<file path="src/hdl/ssi_pkg.sv">
package ssi_pkg;

    localparam int CAPACITY    = 32;
    localparam int MAX_RESULTS = 32;
    localparam int DATA_W      = 32;
    localparam int CNT_W       = $clog2(CAPACITY + 1);
    localparam int ADDR_W      = $clog2(CAPACITY);
    localparam int RES_W       = $clog2(MAX_RESULTS + 1);

    typedef logic [1:0] kind_t;

    localparam kind_t KIND_LOAD_A  = 2'd0;
    localparam kind_t KIND_LOAD_B  = 2'd1;
    localparam kind_t KIND_COMPUTE = 2'd2;

    typedef struct packed {
        logic gt;
        logic eq;
    } cmp_res_t;

endpackage

</file>
<file path="src/hdl/ssi_ram.sv">
module ssi_ram #(
    parameter int WIDTH = 32,
    parameter int DEPTH = 32
) (
    input  logic                     clk,
    input  logic                     we,
    input  logic [$clog2(DEPTH)-1:0] waddr,
    input  logic [WIDTH-1:0]         wdata,
    input  logic [$clog2(DEPTH)-1:0] raddr,
    output logic [WIDTH-1:0]         rdata
);

    logic [WIDTH-1:0] mem [DEPTH];

    always_ff @(posedge clk)
    begin
        if (we)
        begin
            mem[waddr] <= wdata;
        end
        rdata <= mem[raddr];
    end

endmodule

</file>
<file path="src/hdl/ssi_cmp.sv">
module ssi_cmp (
    input  logic signed [ssi_pkg::DATA_W-1:0] x,
    input  logic signed [ssi_pkg::DATA_W-1:0] y,
    output ssi_pkg::cmp_res_t                 res
);

    import ssi_pkg::*;

    // signed order throughout
    assign res.gt = (x > y);
    assign res.eq = (x == y);

endmodule

</file>
<file path="src/hdl/sorted_set_intersection.sv">
// Load request: busy while the value is inserted (not busy if the list is full and the value
//   is dropped); insertion into place, one shift per cycle through the list RAM and shared
//   comparator. Compute request: one merge step per cycle; results on strobe, the last one
//   in the same cycle as busy falls. Single-cycle strobes; the receiver cannot stall.
// Reset (rst_n low, asynchronous) empties both lists and clears the overflow flag.
module sorted_set_intersection (
    input  logic                              clk,
    input  logic                              rst_n,
    input  logic                              start,
    output logic                              busy,
    input  ssi_pkg::kind_t                    kind,
    input  logic signed [ssi_pkg::DATA_W-1:0] value,
    output logic                              strobe,
    output logic signed [ssi_pkg::DATA_W-1:0] common_value,
    output logic                              last,
    output logic                              empty_res,
    output logic                              overflow
);

    import ssi_pkg::*;

    typedef enum logic [2:0] {
        S_IDLE,
        S_INS_CMP,
        S_INS_LAST,
        S_MRG_CMP,
        S_MRG_END
    } state_t;

    state_t state_reg, state_next;

    logic [CNT_W-1:0]         count_a_reg, count_a_next;
    logic [CNT_W-1:0]         count_b_reg, count_b_next;
    logic                     ovf_reg, ovf_next;
    logic                     sel_b_reg, sel_b_next;
    logic signed [DATA_W-1:0] key_reg, key_next;
    logic [CNT_W-1:0]         i_reg, i_next;
    logic [CNT_W-1:0]         j_reg, j_next;
    logic [RES_W-1:0]         n_reg, n_next;
    logic                     pend_valid_reg, pend_valid_next;
    logic signed [DATA_W-1:0] pend_reg, pend_next;

    logic                     strobe_reg, strobe_next;
    logic signed [DATA_W-1:0] value_reg, value_next;
    logic                     last_reg, last_next;
    logic                     empty_reg, empty_next;
    logic                     ovf_out_reg, ovf_out_next;

    logic                     we_a, we_b;
    logic [ADDR_W-1:0]        waddr;
    logic signed [DATA_W-1:0] wdata;
    logic [ADDR_W-1:0]        raddr_a, raddr_b;
    logic [DATA_W-1:0]        rdata_a, rdata_b;
    logic signed [DATA_W-1:0] rd_sel;

    logic signed [DATA_W-1:0] cmp_x, cmp_y;
    cmp_res_t                 cmp;

    logic [CNT_W-1:0]         cnt_a_m1, cnt_b_m1, j_m1, j_m2;
    logic [CNT_W-1:0]         mi, mj;
    logic [RES_W-1:0]         mn;
    logic                     accept;

    ssi_ram #(.WIDTH(DATA_W), .DEPTH(CAPACITY)) u_ram_a (
        .clk   (clk),
        .we    (we_a),
        .waddr (waddr),
        .wdata (wdata),
        .raddr (raddr_a),
        .rdata (rdata_a)
    );

    ssi_ram #(.WIDTH(DATA_W), .DEPTH(CAPACITY)) u_ram_b (
        .clk   (clk),
        .we    (we_b),
        .waddr (waddr),
        .wdata (wdata),
        .raddr (raddr_b),
        .rdata (rdata_b)
    );

    ssi_cmp u_cmp (
        .x   (cmp_x),
        .y   (cmp_y),
        .res (cmp)
    );

    assign accept   = start && (state_reg == S_IDLE);
    assign cnt_a_m1 = count_a_reg - 1'b1;
    assign cnt_b_m1 = count_b_reg - 1'b1;
    assign j_m1     = j_reg - 1'b1;
    assign j_m2     = j_reg - 2'd2;
    assign rd_sel   = sel_b_reg ? $signed(rdata_b) : $signed(rdata_a);

    // comparator shared between insertion and merge
    always_comb
    begin
        if (state_reg == S_INS_CMP)
        begin
            cmp_x = rd_sel;
            cmp_y = key_reg;
        end
        else
        begin
            cmp_x = $signed(rdata_a);
            cmp_y = $signed(rdata_b);
        end
    end

    always_comb
    begin
        state_next      = state_reg;
        count_a_next    = count_a_reg;
        count_b_next    = count_b_reg;
        ovf_next        = ovf_reg;
        sel_b_next      = sel_b_reg;
        key_next        = key_reg;
        i_next          = i_reg;
        j_next          = j_reg;
        n_next          = n_reg;
        pend_valid_next = pend_valid_reg;
        pend_next       = pend_reg;
        strobe_next     = 1'b0;
        value_next      = value_reg;
        last_next       = last_reg;
        empty_next      = empty_reg;
        ovf_out_next    = ovf_out_reg;
        we_a            = 1'b0;
        we_b            = 1'b0;
        waddr           = j_reg[ADDR_W-1:0];
        wdata           = key_reg;
        raddr_a         = '0;
        raddr_b         = '0;
        mi              = i_reg;
        mj              = j_reg;
        mn              = n_reg;

        unique case (state_reg)
            S_IDLE:
            begin
                raddr_a = (kind == KIND_LOAD_A) ? cnt_a_m1[ADDR_W-1:0] : '0;
                raddr_b = (kind == KIND_LOAD_B) ? cnt_b_m1[ADDR_W-1:0] : '0;
                if (accept)
                begin
                    unique case (kind)
                        KIND_LOAD_A, KIND_LOAD_B:
                        begin
                            sel_b_next = (kind == KIND_LOAD_B);
                            key_next   = value;
                            j_next     = (kind == KIND_LOAD_B) ? count_b_reg : count_a_reg;
                            if (((kind == KIND_LOAD_A) && (count_a_reg == CNT_W'(CAPACITY))) ||
                                ((kind == KIND_LOAD_B) && (count_b_reg == CNT_W'(CAPACITY))))
                            begin
                                ovf_next = 1'b1;
                            end
                            else if (((kind == KIND_LOAD_A) && (count_a_reg == '0)) ||
                                     ((kind == KIND_LOAD_B) && (count_b_reg == '0)))
                            begin
                                state_next = S_INS_LAST;
                            end
                            else
                            begin
                                state_next = S_INS_CMP;
                            end
                        end
                        KIND_COMPUTE:
                        begin
                            i_next          = '0;
                            j_next          = '0;
                            n_next          = '0;
                            pend_valid_next = 1'b0;
                            if ((count_a_reg == '0) || (count_b_reg == '0))
                            begin
                                state_next = S_MRG_END;
                            end
                            else
                            begin
                                state_next = S_MRG_CMP;
                            end
                        end
                        default:
                        begin
                        end
                    endcase
                end
            end

            S_INS_CMP:
            begin
                raddr_a = j_m2[ADDR_W-1:0];
                raddr_b = j_m2[ADDR_W-1:0];
                we_a    = !sel_b_reg;
                we_b    = sel_b_reg;
                if (cmp.gt)
                begin
                    // shift the larger entry up one place
                    wdata  = rd_sel;
                    j_next = j_m1;
                    if (j_reg == CNT_W'(1))
                    begin
                        state_next = S_INS_LAST;
                    end
                end
                else
                begin
                    if (sel_b_reg)
                    begin
                        count_b_next = count_b_reg + 1'b1;
                    end
                    else
                    begin
                        count_a_next = count_a_reg + 1'b1;
                    end
                    state_next = S_IDLE;
                end
            end

            S_INS_LAST:
            begin
                we_a  = !sel_b_reg;
                we_b  = sel_b_reg;
                waddr = '0;
                if (sel_b_reg)
                begin
                    count_b_next = count_b_reg + 1'b1;
                end
                else
                begin
                    count_a_next = count_a_reg + 1'b1;
                end
                state_next = S_IDLE;
            end

            S_MRG_CMP:
            begin
                if (cmp.eq)
                begin
                    // the held result is the latest match, so a repeat equals it
                    if (!pend_valid_reg || (pend_reg != $signed(rdata_a)))
                    begin
                        if (pend_valid_reg)
                        begin
                            strobe_next  = 1'b1;
                            value_next   = pend_reg;
                            last_next    = 1'b0;
                            empty_next   = 1'b0;
                            ovf_out_next = ovf_reg;
                        end
                        pend_valid_next = 1'b1;
                        pend_next       = $signed(rdata_a);
                        mn              = n_reg + 1'b1;
                    end
                    mi = i_reg + 1'b1;
                    mj = j_reg + 1'b1;
                end
                else if (cmp.gt)
                begin
                    mj = j_reg + 1'b1;
                end
                else
                begin
                    mi = i_reg + 1'b1;
                end
                i_next  = mi;
                j_next  = mj;
                n_next  = mn;
                raddr_a = mi[ADDR_W-1:0];
                raddr_b = mj[ADDR_W-1:0];
                if ((mi >= count_a_reg) || (mj >= count_b_reg) ||
                    (mn >= RES_W'(MAX_RESULTS)))
                begin
                    state_next = S_MRG_END;
                end
            end

            S_MRG_END:
            begin
                strobe_next  = 1'b1;
                last_next    = 1'b1;
                ovf_out_next = ovf_reg;
                if (pend_valid_reg)
                begin
                    value_next = pend_reg;
                    empty_next = 1'b0;
                end
                else
                begin
                    value_next = '0;
                    empty_next = 1'b1;
                end
                count_a_next = '0;
                count_b_next = '0;
                ovf_next     = 1'b0;
                state_next   = S_IDLE;
            end

            default:
            begin
                state_next = S_IDLE;
            end
        endcase
    end

    always_ff @(posedge clk or negedge rst_n)
    begin
        if (!rst_n)
        begin
            state_reg      <= S_IDLE;
            count_a_reg    <= '0;
            count_b_reg    <= '0;
            ovf_reg        <= 1'b0;
            sel_b_reg      <= 1'b0;
            key_reg        <= '0;
            i_reg          <= '0;
            j_reg          <= '0;
            n_reg          <= '0;
            pend_valid_reg <= 1'b0;
            pend_reg       <= '0;
            strobe_reg     <= 1'b0;
            value_reg      <= '0;
            last_reg       <= 1'b0;
            empty_reg      <= 1'b0;
            ovf_out_reg    <= 1'b0;
        end
        else
        begin
            state_reg      <= state_next;
            count_a_reg    <= count_a_next;
            count_b_reg    <= count_b_next;
            ovf_reg        <= ovf_next;
            sel_b_reg      <= sel_b_next;
            key_reg        <= key_next;
            i_reg          <= i_next;
            j_reg          <= j_next;
            n_reg          <= n_next;
            pend_valid_reg <= pend_valid_next;
            pend_reg       <= pend_next;
            strobe_reg     <= strobe_next;
            value_reg      <= value_next;
            last_reg       <= last_next;
            empty_reg      <= empty_next;
            ovf_out_reg    <= ovf_out_next;
        end
    end

    assign busy         = (state_reg != S_IDLE);
    assign strobe       = strobe_reg;
    assign common_value = value_reg;
    assign last         = last_reg;
    assign empty_res    = empty_reg;
    assign overflow     = ovf_out_reg;

endmodule

</file>
<file path="config.mk">
export PLATFORM = sky130hd
export DESIGN_NAME = sorted_set_intersection
export DESIGN_NICKNAME = d
export VERILOG_FILES = /design/src/hdl/ssi_pkg.sv /design/src/hdl/ssi_ram.sv /design/src/hdl/ssi_cmp.sv /design/src/hdl/sorted_set_intersection.sv
export SDC_FILE = /design/constraint.sdc
export NUM_CORES = 2
export LEC_CHECK = 0
export ABC_AREA = 1
export BUFFER_PORTS_ARGS = -buffer_cell sky130_fd_sc_hd__buf_2
export CAP_MARGIN = 20
export CORE_MARGIN = 10
export CORE_UTILIZATION = 25
export DETAILED_ROUTE_END_ITERATION = 12
export RECOVER_POWER = 100
export SYNTH_ARGS = -nofsm -noshare
export SYNTH_HDL_FRONTEND = slang
export SYNTH_HIERARCHICAL = 1
export SYNTH_SLANG_ARGS = --single-unit
</file>
<file path="constraint.sdc">
create_clock -name clk -period 5.1 [get_ports clk]
set_clock_uncertainty 0.15 [all_clocks]
set_input_delay 0.765 -clock clk [delete_from_list [all_inputs] [get_ports clk]]
set_output_delay 0.765 -clock clk [all_outputs]
set_load 0.05 [all_outputs]
</file>
==> results.md <==
* Status: complete, but fails checks
* Failing checks: capacitance limit, slew limit
* Slew headroom at -0.771
* Num rows at 225
* Number of port buffers at 73
* Top post-synthesis cells by area: edfxtp_1, nand2_1, nand3_1
* Setup TNS at 0 ps
* HP Class: primary input to flop
* Core Region at 376000 µm²
* Layout fillers at ~38000
* Area leader, netlist: edfxtp_1
* GRT Util Overall at 0.128
* Worst Setup End Kind: flop
* FF+latch count, synth at between 2000 and 2500
* Clock Latency Late Sink at about 860 ps
* Setup violators final at 0
* WL/cell at slightly below 20 µm
* Worst path arrival time at between 5000 and 6000 ps
* Sequential share of the synthesized area at 0.700
* Synthesized net count at about 8600
* Grt ovf at 0
* Post-synth ARST share at 0.0605
* Root buffer cell: clkbuf_16
* Clk pin slew, worst setup/hold paths at 70 ps
* Area post-placement at roughly 100000 µm²
* Die width at about 630 µm
* DRT antenna net count at 0
* Die H at 635 µm
* Regs by FF count: u_ram_a/mem: 1024 flops, u_ram_b/mem: 1024 flops
* Max-slew violation count at 99
* Layout cell share with drive strength beyond 1 at 0.122
* DR pass1 iterations at 7
* Sink Count at around 2200
* Initial antenna violation count at 5
* Commonest non-fill, non-tap cell in the layout: nand2_1
* DRC at 0
* Most frequent CP cell: nand2_1
* GRT Max-Usage Layer: met2
* # nets final at between 9000 and 10000
* Ys flop type: edfxtp_1
* DP Wirelength at ~170 mm
* Final Hold Viols at 0
* Post-place setup slack at ~170 ps
* Period Utilization, post-route at 0.952
* Cells after synthesis at about 8500
* Tmin final at roughly 4900 ps
* First DRT Iteration DRCs at ~6700
* Post-synth cell types at 48
* Final WS setup at 245 ps
* Global-route wire length before repair at between 400 and 500 mm
* Routability cong. at between 0.8 and 0.9
* Via count at approximately 65000
* CP max stage cell: dfrtp_1
* Vias in the first global route at 60623
* Met1 Usage GRT at 0.173
* Vias per cell at 4.61
* Crit path largest cell delay at around 400 ps
* Worst setup path class: flop to flop
* Clock Tree Buf Depth at 4
* Post-synth EDFFs at between 2000 and 2500
* # IOs at between 70 and 80
* Slew @ Worst Pin at between 2000 and 3000 ps
* Mean Syn Cell Area at 11.1 µm²
* Share of the synthesized area in the top cell type at 0.650
* Max Cap Violations at 1
* Critical Path Source Type: flop
* Fin area at 112000 µm²
* TritonCTS clock tree: built
* Largest net degree at the start of global routing at a little under 100
* Initial Utilization at 0.251
* Syn-to-layout area delta at 18.8%
* Largest fanout on the critical path at 20
* DRT Wirelength at roughly 280 mm
* Fmax at slightly above 0.2 GHz
* Met2 Track Usage GR at 0.208
* Num CTS Buffers at 213
* Cell area after synthesis at between 90000 and 100000 µm²
* Yosys warns at 6
* H-tree levels at 4
* Most frequent cells in the layout: nand2_1, edfxtp_1, nand3_1
* GR Layer Usage met3 at 0.0193
* Die Area at about 400000 µm²
* WP data required at approximately 5700 ps
==> cell families after synthesis <==
group | count (synthesis) | synth area share
compound gates | 230 | 0.0140
xor+xnor | 37 | 0.00343
fa+ha+maj | 57 | 0.00754
buf+inv | 712 | 0.0446
flops | 2248 | 0.700
simple gates | 5223 | 0.230
==> area by class of cell <==
cell class | count | area, µm² | share of cell area
Clock inverter | 105 | 951 | 0.00847
Multi-Input combinational cell | 5547 | 24800 | 0.220
Inverter | 222 | 926 | 0.00824
Timing Repair Buffer | 700 | 7490 | 0.0666
Clock buffer | 274 | 5720 | 0.0509
Antenna cell | 5 | 12.5 | 0.000111
Sequential cell | 2248 | 66200 | 0.589
Tap cell | 4994 | 6250 | 0.0556
Timing Repair inverter | 3 | 33.8 | 0.000301
==> stage by stage <==
stage                     instances  hold WS (ps)  utilization
after global placement        13635           334        0.277
final                         14098          86.4        0.299
after floorplan                8507           306            -
after global routing          14095          88.2        0.299
after detailed placement      13638           337        0.277
after CTS                     14046          24.2        0.296
==> metal layers <==
layer	up-vias	share of wire
li1	30024	-
met1	31780	0.42
met2	2667	0.46
met3	464	0.082
met4	0	0.038
met5	-	0
==> what timing repair did <==
action / CTS / global route
setup endpoints to repair: 0 / 67
hold endpoints to repair: 125 / 0
buffers inserted: 0 / 20
hold buffers: 29 / 0
gates resized for setup: 0 / 80
==> worst max-delay path: cells and delay by family (launching register included) <==
family	cells	cell delay, ps
flops	1	410
buf+inv	9	1350
compound gates	3	500
simple gates	21	2020
fa+ha+maj	1	320
==> Yosys cell counts (2+ instances only) <==
cell type	instances
o21ai_2	23
nand2_1	3449
nand2_2	3
o21ai_0	139
nand4_1	3
nor2_1	114
o21a_1	3
xor2_1	13
o22ai_1	3
clkbuf_1	76
dfxtp_1	64
inv_2	12
nand2_4	3
nor3b_1	2
ha_1	57
o21ai_1	10
nor4_1	2
o221ai_1	3
nor2_2	6
edfxtp_1	2048
nand3_1	1621
a21oi_1	32
xnor2_1	24
buf_2	176
o211ai_1	8
nor3_2	5
nor3_1	9
buf_1	41
inv_8	2
buf_4	50
a21oi_2	2
dfrtp_1	136
nor2_4	3
inv_1	207
buf_6	139
buf_8	7
==> final timing paths <==
| check | endpoint | from | cells after the start | slack [ps] |
|---|---|---|---|---|
| min in group asynchronous | key_reg[3] | rst_n | 2 | 1150 |
| worst min-delay path | key_reg[19] | value[19] | 3 | 90 |
| worst min register to register | overflow | ovf_reg | 2 | 350 |
| worst max register to register | u_ram_a/rdata[28] | state_reg[0] | 34 | 240 |
| worst max-delay path | u_ram_a/rdata[28] | state_reg[0] | 34 | 240 |
| max in group asynchronous | key_reg[20] | rst_n | 3 | 1530 |
Power is not shown: default switching activity piles up to over one toggle a cycle in this logic, so the estimate is an artifact.
